File: src/hw/rtl/tlik_pkg.sv
// shared types, constants and helper functions of the arm inverse kinematics block
package tlik_pkg;

	localparam int COORD_WIDTH_DEF  = 16;
	localparam int CORDIC_STEPS_DEF = 16;

	// magnitude width entering the angle units, rotator width, binary angle width
	localparam int MAG_W = 48;
	localparam int XY_W  = 44;
	localparam int Z_W   = 36;
	// radicand and root width of the square root chain
	localparam int SQ_W  = 62;
	localparam int SQRT_CELLS = 31;
	// normalized magnitude lands in [2^NORM_LO, 2^(NORM_LO+1))
	localparam int NORM_LO    = 40;
	localparam int NORM_CELLS = 9;
	// bits of the turn count left after scaling by the centidegree turn
	localparam int Q_W = Z_W + 16 - 32;

	localparam logic [15:0] CENTI_TURN = 16'd36000;
	localparam logic [15:0] CENTI_HALF = 16'd18000;

	localparam int CFG_IDX_W = 2;
	localparam int CFG_DATA_W = 15;

	typedef enum logic [CFG_IDX_W-1:0] {
		CFG_MODE  = 2'd0,
		CFG_LINK1 = 2'd1,
		CFG_LINK2 = 2'd2
	} cfg_idx_t;

	typedef struct packed {
		logic [MAG_W-1:0] mx;
		logic [MAG_W-1:0] my;
		logic             xn;
		logic             yn;
		logic             zero;
	} norm_t;

	typedef struct packed {
		logic signed [XY_W-1:0] x;
		logic signed [XY_W-1:0] y;
		logic signed [Z_W-1:0]  z;
		logic                   zero;
	} rot_t;

	typedef struct packed {
		logic [SQ_W-1:0] rem;
		logic [SQ_W-1:0] root;
	} sqrt_t;

	function automatic logic [31:0] atan_tab(input int i);
		logic [31:0] t;
		case (i)
			0:  t = 32'h20000000;
			1:  t = 32'h12E4051E;
			2:  t = 32'h09FB385B;
			3:  t = 32'h051111D4;
			4:  t = 32'h028B0D43;
			5:  t = 32'h0145D7E1;
			6:  t = 32'h00A2F61E;
			7:  t = 32'h00517C55;
			8:  t = 32'h0028BE53;
			9:  t = 32'h00145F2F;
			10: t = 32'h000A2F98;
			11: t = 32'h000517CC;
			12: t = 32'h00028BE6;
			13: t = 32'h000145F3;
			14: t = 32'h0000A2FA;
			15: t = 32'h0000517D;
			16: t = 32'h000028BE;
			17: t = 32'h0000145F;
			18: t = 32'h00000A30;
			19: t = 32'h00000518;
			20: t = 32'h0000028C;
			21: t = 32'h00000146;
			22: t = 32'h000000A3;
			23: t = 32'h00000051;
			24: t = 32'h00000029;
			25: t = 32'h00000014;
			26: t = 32'h0000000A;
			27: t = 32'h00000005;
			28: t = 32'h00000003;
			29: t = 32'h00000001;
			30: t = 32'h00000001;
			default: t = 32'h00000000;
		endcase
		return t;
	endfunction

	// right shifts 4, 2, 1 bring the top below 2^41, left shifts 32..1 lift it to 2^40
	function automatic int norm_shift(input int j);
		int s;
		case (j)
			0: s = 4;
			1: s = 2;
			2: s = 1;
			3: s = 32;
			4: s = 16;
			5: s = 8;
			6: s = 4;
			7: s = 2;
			default: s = 1;
		endcase
		return s;
	endfunction

	function automatic bit norm_left(input int j);
		return j >= 3;
	endfunction

	function automatic norm_t vec_mag(input logic signed [MAG_W-1:0] yv,
		input logic signed [MAG_W-1:0] xv);
		norm_t n;
		n.xn   = xv[MAG_W-1];
		n.yn   = yv[MAG_W-1];
		n.mx   = n.xn ? -xv : xv;
		n.my   = n.yn ? -yv : yv;
		n.zero = (xv == '0) && (yv == '0);
		return n;
	endfunction

	// left half plane folds over with a start angle of +pi or -pi
	// an x shifted down to zero stays in the right half plane
	function automatic rot_t rot_init(input norm_t n);
		rot_t r;
		logic signed [XY_W-1:0] ym;
		logic signed [Z_W-1:0]  pi_a;
		logic                   fold;
		pi_a   = Z_W'(64'd2147483648);
		fold   = n.xn && (n.mx != '0);
		ym     = XY_W'(n.my);
		r.x    = XY_W'(n.mx);
		r.y    = (fold ^ n.yn) ? -ym : ym;
		r.z    = '0;
		if (fold) begin
			r.z = (n.yn && (n.my != '0)) ? -pi_a : pi_a;
		end
		r.zero = n.zero;
		return r;
	endfunction

endpackage

File: src/hw/rtl/tlik_norm_cell.sv
// one conditional shift of the operand normalizer ahead of a cordic
module tlik_norm_cell #(
	parameter int SHIFT = 1,
	parameter bit LEFT  = 1'b0
) (
	input  logic            clk,
	input  logic            en,
	input  tlik_pkg::norm_t din,
	output tlik_pkg::norm_t dout
);
	import tlik_pkg::*;

	localparam int POS = LEFT ? NORM_LO + 1 - SHIFT : NORM_LO + SHIFT;
	localparam logic [MAG_W-1:0] LIM = MAG_W'(1) << POS;

	logic [MAG_W-1:0] mmax;
	logic take;
	norm_t nxt;

	always_comb begin
		mmax = (din.mx > din.my) ? din.mx : din.my;
		take = LEFT ? (mmax < LIM) : (mmax >= LIM);
		nxt  = din;
		if (take) begin
			nxt.mx = LEFT ? (din.mx << SHIFT) : (din.mx >> SHIFT);
			nxt.my = LEFT ? (din.my << SHIFT) : (din.my >> SHIFT);
		end
	end

	always_ff @(posedge clk) begin
		if (en) begin
			dout <= nxt;
		end
	end

endmodule

File: config.mk
export PLATFORM = sky130hd
export DESIGN_NAME = tlik_norm_cell
export DESIGN_NICKNAME = d
export VERILOG_FILES = /design/src/hw/rtl/tlik_pkg.sv /design/src/hw/rtl/tlik_norm_cell.sv
export SDC_FILE = /design/constraint.sdc
export NUM_CORES = 1
export LEC_CHECK = 0
export ABC_AREA = 1
export BUFFER_PORTS_ARGS = -buffer_cell sky130_fd_sc_hd__buf_4
export CORE_ASPECT_RATIO = 0.6
export CORE_UTILIZATION = 55
export DETAILED_ROUTE_END_ITERATION = 7
export PLACE_DENSITY = 0.95
export SLEW_MARGIN = 20
export SYNTH_ARGS = -nofsm -noshare
export SYNTH_HDL_FRONTEND = slang
export SYNTH_SLANG_ARGS = --single-unit
File: constraint.sdc
create_clock -name clk -period 4.3 [get_ports clk]
set_input_delay 1.29 -clock clk [delete_from_list [all_inputs] [get_ports clk]]
set_output_delay 1.29 -clock clk [all_outputs]
set_load 0.02 [all_outputs]
==> flow_summary.ini <==
[die]
io_pins = 200
die_height_um = 81.1
die_w_um = 134
rows = 28
core-area_um2 = 9980
start_util_pct = 57.4
die-area_um2 = 10900

[global_route]
grt_pass1_wl_um = 23200
overflow = 0
grt_usage_pct = 27.8
antenna_found_initial = 0
grt_pass1_vias = 4747
grt_max_degree = 100

[finish]
largest_reg_flops = 99
syn_to_final_growth_pct = 32.8
finalNetCount = 982
reg_top3 = dout x99
drive_gt1_share_pct = 27.2
layoutNonFillerInstCount = 973
final_util_pct = 76.3
top_register = dout
antennaDiodeCount = 0

[timing]
timing.hold.ws_ns = 1.13
worst_pin_slew_ns = 0.735
finalMaxSlewViolations = 0
final.setup.tns_ns = 0
timing.final.crit_share_pct = 79.9
setup_viol = 0
rsz0062_at_grt = false
finalHoldViolations = 0
period_minus_slack_ns = 3.44
slew_headroom_pct = 50.5
fmax_ghz = 0.291

[clock_tree]
postCtsSetupBuffers = 0
clk_path_buf_depth = 2
cts_tree = yes
cts_hold_buf = 0
numCtsBuffers = 9
clkTransAtPathRegs_ns = 0.07
cts_max_level = 3
cts_resized = 0
clock-sinks = 99
cts-root-buf = clkbuf_16

[power]
power_frac_comb_pct = 20.5
power.internal_mw = 1.84
peakVddDrop_mv = 0.246
p_total_mw = 2.52
p_leak_nw = 3.82
p_switching_uw = 687
powerDensity_nw_per_um2 = 331
swShare_pct = 27.2
p_clk_share_pct = 33.1
p_seq_share_pct = 46.5

[setup_path]
worstPathArrival_ns = 3.53
worstSetupPathType = primary input to flop
cp_slowest_stage_delay_ns = 0.33
path_depth = 17
crit_fanout = 46
worst_path_max_delay_cell = buf_4
cpMostUsedCell = nand2_1
crit_chain = buf_4 > inv_1 > ha_1 > nand2_1 > nor2_1 > nand2_1 > nor2_2 > inv_2 > nor2_1 > nand2_1 > nand3_2 > nand2_1 > nand2_4 > nand2_4 > buf_4 > nand2_1 > nand2_1
worst-endpoint-required_ns = 4.39
critPathLaunch = din[50]
cp_num_buf_inv = 4
start_kind = primary input
crit_family = simple AND/OR/NAND/NOR gates
endpoint_kind = flop

[yosys]
synth_fp_nets = 796
syn_area_per_cell_um2 = 8.86
syn_inst = 647
yosysUniqueCellTypes = 24
yosysWarnings = 0
syn_area_um2 = 5730
synth-seq-cells = 99
ys_seq_area_share_pct = 51.8

[route]
num_vias = 5170
wl_um = 14900
route.detailed.wl_per_inst_um = 15.4
drtAntennaViolNets = 0
vias_per_cell = 5.31
drtIter0Drc = 420
drc_errors = 0
first_pass_iters = 5

[placement]
portBuffers = 199
hpwl_um = 10800
dp_cells = 957
gp_congestion = 0.789

[flow_run]
max_cap_viol_count = 0

[status]
outcome = complete, no violations

[min_path]
holdCritStartpoint = din[0]
holdPathStages = 1
hold_path_class = primary input to flop
[through the flow]
stage	area, um2	setup slack (ns)
6_report	7620	0.862
5_1_grt	7620	0.640
4_1_cts	7620	0.920
3_5_place_dp	7310	0.562
3_3_place_gp	7310	0.619
2_1_floorplan	5730	1.22
[cell families after synthesis]
kind of cell / Yosys count / synth area share (%)
compound gates: 26 / 2.40
fa+ha+maj: 48 / 10.5
buf+inv: 95 / 7.55
flops: 99 / 51.8
simple gates: 379 / 27.7
[worst paths after layout]
kind | endpoint | slack (ns)
max | dout[62] | 0.86
min | dout[0] | 1.13
[cells in the mapped netlist]
cell      number  area (um2)
nand2_1      252         946
edfxtp_1      99        2970
nand3_1       96         480
inv_1         64         240
ha_1          48         601
a21oi_1       20         100
buf_2         19        95.1
nor2_1        17        63.8
buf_6          6        67.6
clkbuf_1       3        11.3
nand4_1        3        18.8
o21ai_0        3        15.0
buf_4          2        15.0
nand2_2        2        12.5
nand3_2        2        20.0
nor3_1         2        10.0
o21a_1         2        15.0
a21o_1         1        7.51
inv_2          1        3.75
nand3b_1       1        7.51
nor2_2         1        6.26
nor3_2         1        10.0
nor4_1         1        6.26
nor4b_1        1        8.76
[layout make-up]
type                            count  area (um2)
Sequential cell                    99        2970
Fill cell                         691        2370
Multi-Input combinational cell    453        2350
Timing Repair Buffer              205        1580
Inverter                           65         244
Clock buffer                        9         225
Tap cell                          135         169
Clock inverter                      7        82.6
[cell usage in the layout, fill, tap and decap left out, drive strengths merged]
cell type / count
nand3: 98
a21oi: 20
clkinv: 1
nand4: 3
nor2: 18
buf: 205
edfxtp: 99
bufinv: 1
o21ai: 3
nand3b: 1
clkbuf: 9
a21o: 1
nor4b: 1
nand2: 254
nor3: 3
o21a: 2
nor4: 1
inv: 68
clkinvlp: 2
ha: 48
[layer usage]
| layer | track usage, % | vias to the layer above | routed length [um] |
|---|---|---|---|
| met2 | 45.2 | 296 | 7010 |
| met3 | 8.24 | 15 | 1570 |
| met5 | 0 | - | 0 |
| met4 | 6.48 | 0 | 144 |
| li1 | - | 2516 | - |
| met1 | 37.0 | 2343 | 6230 |
[power groups by stage]
stage                     Sequential (mW)  Clock (mW)  Combinational, mW
after floorplan                      1.29           0              0.137
after global placement               1.19           0              0.498
after detailed placement             1.19           0              0.512
after CTS                            1.17       0.845              0.514
after global routing                 1.18       0.882              0.562
final                                1.17       0.834              0.516
Power figures use the tool's default switching activity.
