<file path="config.mk">
export PLATFORM = sky130hd
export DESIGN_NAME = tlik_sqrt_cell
export DESIGN_NICKNAME = d
export VERILOG_FILES = /design/src/hw/rtl/tlik_pkg.sv /design/src/hw/rtl/tlik_sqrt_cell.sv
export SDC_FILE = /design/constraint.sdc
export NUM_CORES = 1
export LEC_CHECK = 0
export ABC_AREA = 1
export BUFFER_PORTS_ARGS = -buffer_cell sky130_fd_sc_hd__buf_2
export CAP_MARGIN = 40
export CORE_MARGIN = 2
export CORE_UTILIZATION = 58
export CTS_CLUSTER_SIZE = 8
export DETAILED_ROUTE_END_ITERATION = 8
export PLACE_DENSITY = 0.82
export SYNTH_ARGS = -nofsm -noshare
export SYNTH_HDL_FRONTEND = slang
export SYNTH_SLANG_ARGS = --single-unit
export TNS_END_PERCENT = 100
</file>
<file path="constraint.sdc">
create_clock -name clk -period 4.1 [get_ports clk]
set_input_delay 0.41 -clock clk [delete_from_list [all_inputs] [get_ports clk]]
set_output_delay 0.41 -clock clk [all_outputs]
set_load 0.01 [all_outputs]
</file>
<file path="src/hw/rtl/tlik_pkg.sv">
// shared types, constants and helper functions of the arm inverse kinematics block
package tlik_pkg;

	localparam int COORD_WIDTH_DEF  = 16;
	localparam int CORDIC_STEPS_DEF = 16;

	// magnitude width entering the angle units, rotator width, binary angle width
	localparam int MAG_W = 48;
	localparam int XY_W  = 44;
	localparam int Z_W   = 36;
	// radicand and root width of the square root chain
	localparam int SQ_W  = 62;
	localparam int SQRT_CELLS = 31;
	// normalized magnitude lands in [2^NORM_LO, 2^(NORM_LO+1))
	localparam int NORM_LO    = 40;
	localparam int NORM_CELLS = 9;
	// bits of the turn count left after scaling by the centidegree turn
	localparam int Q_W = Z_W + 16 - 32;

	localparam logic [15:0] CENTI_TURN = 16'd36000;
	localparam logic [15:0] CENTI_HALF = 16'd18000;

	localparam int CFG_IDX_W = 2;
	localparam int CFG_DATA_W = 15;

	typedef enum logic [CFG_IDX_W-1:0] {
		CFG_MODE  = 2'd0,
		CFG_LINK1 = 2'd1,
		CFG_LINK2 = 2'd2
	} cfg_idx_t;

	typedef struct packed {
		logic [MAG_W-1:0] mx;
		logic [MAG_W-1:0] my;
		logic             xn;
		logic             yn;
		logic             zero;
	} norm_t;

	typedef struct packed {
		logic signed [XY_W-1:0] x;
		logic signed [XY_W-1:0] y;
		logic signed [Z_W-1:0]  z;
		logic                   zero;
	} rot_t;

	typedef struct packed {
		logic [SQ_W-1:0] rem;
		logic [SQ_W-1:0] root;
	} sqrt_t;

	function automatic logic [31:0] atan_tab(input int i);
		logic [31:0] t;
		case (i)
			0:  t = 32'h20000000;
			1:  t = 32'h12E4051E;
			2:  t = 32'h09FB385B;
			3:  t = 32'h051111D4;
			4:  t = 32'h028B0D43;
			5:  t = 32'h0145D7E1;
			6:  t = 32'h00A2F61E;
			7:  t = 32'h00517C55;
			8:  t = 32'h0028BE53;
			9:  t = 32'h00145F2F;
			10: t = 32'h000A2F98;
			11: t = 32'h000517CC;
			12: t = 32'h00028BE6;
			13: t = 32'h000145F3;
			14: t = 32'h0000A2FA;
			15: t = 32'h0000517D;
			16: t = 32'h000028BE;
			17: t = 32'h0000145F;
			18: t = 32'h00000A30;
			19: t = 32'h00000518;
			20: t = 32'h0000028C;
			21: t = 32'h00000146;
			22: t = 32'h000000A3;
			23: t = 32'h00000051;
			24: t = 32'h00000029;
			25: t = 32'h00000014;
			26: t = 32'h0000000A;
			27: t = 32'h00000005;
			28: t = 32'h00000003;
			29: t = 32'h00000001;
			30: t = 32'h00000001;
			default: t = 32'h00000000;
		endcase
		return t;
	endfunction

	// right shifts 4, 2, 1 bring the top below 2^41, left shifts 32..1 lift it to 2^40
	function automatic int norm_shift(input int j);
		int s;
		case (j)
			0: s = 4;
			1: s = 2;
			2: s = 1;
			3: s = 32;
			4: s = 16;
			5: s = 8;
			6: s = 4;
			7: s = 2;
			default: s = 1;
		endcase
		return s;
	endfunction

	function automatic bit norm_left(input int j);
		return j >= 3;
	endfunction

	function automatic norm_t vec_mag(input logic signed [MAG_W-1:0] yv,
		input logic signed [MAG_W-1:0] xv);
		norm_t n;
		n.xn   = xv[MAG_W-1];
		n.yn   = yv[MAG_W-1];
		n.mx   = n.xn ? -xv : xv;
		n.my   = n.yn ? -yv : yv;
		n.zero = (xv == '0) && (yv == '0);
		return n;
	endfunction

	// left half plane folds over with a start angle of +pi or -pi
	// an x shifted down to zero stays in the right half plane
	function automatic rot_t rot_init(input norm_t n);
		rot_t r;
		logic signed [XY_W-1:0] ym;
		logic signed [Z_W-1:0]  pi_a;
		logic                   fold;
		pi_a   = Z_W'(64'd2147483648);
		fold   = n.xn && (n.mx != '0);
		ym     = XY_W'(n.my);
		r.x    = XY_W'(n.mx);
		r.y    = (fold ^ n.yn) ? -ym : ym;
		r.z    = '0;
		if (fold) begin
			r.z = (n.yn && (n.my != '0)) ? -pi_a : pi_a;
		end
		r.zero = n.zero;
		return r;
	endfunction

endpackage

</file>
<file path="src/hw/rtl/tlik_sqrt_cell.sv">
// one root bit of the pipelined integer square root
module tlik_sqrt_cell #(
	parameter int K = 0
) (
	input  logic            clk,
	input  logic            en,
	input  tlik_pkg::sqrt_t din,
	output tlik_pkg::sqrt_t dout
);
	import tlik_pkg::*;

	localparam logic [SQ_W-1:0] BIT = SQ_W'(1) << (2 * K);

	logic [SQ_W:0] trial;
	sqrt_t nxt;

	always_comb begin
		trial = {1'b0, din.root} + {1'b0, BIT};
		nxt   = din;
		if ({1'b0, din.rem} >= trial) begin
			nxt.rem  = din.rem - trial[SQ_W-1:0];
			nxt.root = (din.root >> 1) + BIT;
		end else begin
			nxt.root = din.root >> 1;
		end
	end

	always_ff @(posedge clk) begin
		if (en) begin
			dout <= nxt;
		end
	end

endmodule

</file>
==> impl_metrics.ini <==
[outcome]
outcome = completed

[timing]
fmax_ghz = 0.2487
min_period_over_period_pct = 98.07
max_slew_margin_pct = 52.32
worst_pin_slew_ps = 713.7
min_period_ps = 4021
setup_viol = 0
slew_violations = 0
setup_ws_ps = 78.95
hold_violations = 0

[setup_path]
crit_required_ps = 4270
end_kind = flip-flop
worstPathArrival_ps = 4190
crit_fanout = 45
worst_setup_path_start_kind = input port
path_class = in -> reg

[detailed_routing]
dr.pass1.iters = 9
antenna_left = 0
via_per_inst = 5.450
drtIter0Drc = 2154
wl_per_cell_um = 18.31
totalWireLength_mm = 57.08
vias = 16987
drc = 0

[logic_synthesis]
syn_inst = 2273
synth_async_sr_flop_share_pct = 0
syn_nets = 2464
syn-cell-area_um2 = 13770
syn_avg_cell_area_um2 = 6.059
ys_warn_count = 0
synth_edf_count = 124
ys_ff_latch = 124
synthFlopType = edfxtp_1
yosysSeqAreaShare_pct = 27.03
synth_cell_types = 35

[placement]
dp_cells = 3084
place_congestion = 1.156
portBuffers = 249
preCtsSetupSlack_ps = -401.7
hpwl_mm = 46.78
placed_cell_area_um2 = 17360

[clock_network]
clkTransAtPathRegs_ps = 70
postCtsHoldBufs = 0
clock_path_buffers = 2
clock-sinks = 124
cts_tree = yes
cts_buffers = 17
htreeDepth = 4
clockRootBuffer = clkbuf_16

[cells_and_area]
final_net_count = 2976
layout.cells.non_filler = 3117
drive_gt1_share_pct = 22.48
area_growth_pct = 31.32
diodes = 0
finalInstanceArea_um2 = 18090
largest_register = dout
largest_register_ffs = 124
reg_top3 = dout x124

[power_and_ir_drop]
p_seq_share_pct = 31.1
ir_worst_vdd_uv = 279.0
clockPowerShare_pct = 29.6
p_total_w = 0.005375
intPower_w = 0.003319
power.share.switching_pct = 38.25
power_frac_comb_pct = 39.3
power_switching_w = 0.002056
p_per_area_nw_per_um2 = 297.2
p_leak_nw = 10.06

[global_route]
grt_usage_pct = 44.75
grt_remaining_overflow = 0
grt_max_degree = 125
antenna_found_initial = 0
grt_pass1_wl_mm = 82.97
first_global_vias = 15540

[run]
maxCapViolations = 0

[floorplan]
dieArea_um2 = 25000
core-area_um2 = 23400
die_y_um = 158.1
num_rows = 56
die_x_um = 158.1
num_io_pins = 250
initial_core_util_pct = 58.85

[hold_path]
hold_class = in -> reg
critical path, stage by stage:
cell	delay, ps
buf_2	120
nand2_1	120
inv_1	150
nand3_1	180
inv_1	110
nand2_1	110
nor2_2	140
nand3_2	170
xor2_1	240
a21oi_1	150
ha_1	410
nand2_1	190
nor2_2	250
inv_2	50
nor2_2	160
nand2_1	120
nor2_1	100
nand2_1	140
nand3_2	140
nand2_2	100
nand2_8	170
buf_12	260
o21ai_1	140
final cells by class:
type                            instances  area (um^2)
Clock buffer                           17        425.4
Inverter                              425         1595
Clock inverter                         15        161.4
Sequential cell                       124         3724
Timing Repair Buffer                  529         3451
Multi-Input combinational cell       1688         8332
Tap cell                              319        399.1
Fill cell                            1919         5315
final timing paths:
path / start / end / cells after the start
setup / recovery: din[15] / dout[26] / 23
hold / removal: din[64] / dout[64] / 3
cells in the mapped netlist, types with 5 or more instances:
| master | instances | area [um^2] |
|---|---|---|
| buf_4 | 8 | 60.06 |
| buf_2 | 8 | 40.04 |
| nand3_1 | 129 | 645.6 |
| nand3b_1 | 13 | 97.59 |
| nand4_1 | 27 | 168.9 |
| nor3_1 | 34 | 170.2 |
| a21oi_1 | 54 | 270.3 |
| ha_1 | 64 | 800.8 |
| inv_1 | 414 | 1554 |
| nand2_1 | 935 | 3510 |
| nor4_1 | 5 | 31.28 |
| inv_2 | 11 | 41.29 |
| clkbuf_1 | 5 | 18.77 |
| o21ai_1 | 31 | 155.2 |
| buf_6 | 12 | 135.1 |
| nor2_1 | 217 | 814.5 |
| xor2_1 | 123 | 1077 |
| o21ai_0 | 10 | 50.05 |
| o21ai_2 | 20 | 175.2 |
| edfxtp_1 | 124 | 3724 |
| nor2_2 | 5 | 31.28 |
power groups by stage:
| stage | combinational [W] | clock (W) | sequential [W] |
|---|---|---|---|
| after floorplan | 0.00104 | 0 | 0.00178 |
| after global placement | 0.00197 | 0 | 0.00169 |
| after detailed placement | 0.00202 | 0 | 0.00170 |
| after CTS | 0.00203 | 0.00158 | 0.00167 |
| after global routing | 0.00228 | 0.00162 | 0.00168 |
| final | 0.00211 | 0.00159 | 0.00167 |
cell families (layout without fill, tap and decap cells):
kind of cell	after synthesis	count (layout)	synth area share (%)
and+or+nand+nor	1379	1379	40.57
buffers and inverters	461	986	13.54
xor gates and xnor gates	126	126	8.012
DFF	124	124	27.03
AOI/OAI and AO/OA	118	118	4.887
adders and majority gates	65	65	5.959
layout by cell type (no fill, tap or decap), types with 11 or more instances in the layout:
| master | n |
|---|---|
| a21oi_1 | 54 |
| nor2_1 | 209 |
| o21ai_1 | 32 |
| nand4_1 | 27 |
| nor2_2 | 12 |
| inv_2 | 11 |
| nor3_1 | 27 |
| xor2_1 | 118 |
| nand2_1 | 934 |
| nand3_1 | 128 |
| buf_2 | 248 |
| o21ai_2 | 20 |
| ha_1 | 62 |
| clkbuf_16 | 17 |
| buf_4 | 273 |
| inv_1 | 414 |
| nand3b_1 | 13 |
| edfxtp_1 | 124 |
routing by layer:
layer | wire length, um | global-route usage, % | up-vias | share of wire, %
li1 | - | - | 8012 | -
met1 | 21490 | 56.77 | 7490 | 38
met2 | 25190 | 70.70 | 1237 | 44
met3 | 6718 | 8.459 | 248 | 12
met4 | 3688 | 27.07 | 0 | 6.5
met5 | 0 | 0 | - | 0
through the flow:
step / TNS, ps / hold WS (ps) / utilization, %
floorplan: 0 / 522.5 / -
global placement: -28860 / 692.8 / 74.16
detailed placement: -38910 / 700.8 / 74.16
CTS: 0 / 262.3 / 76.67
global route: -438.9 / 272.6 / 77.29
finish: 0 / 259.4 / 77.29
timing repair:
item / 4_1_cts / 5_1_grt
gates resized for setup: 0 / 29
setup buffers: 0 / 1
setup endpoints to repair: 0 / 124
Note: power is estimated with default switching activity, not from simulation.
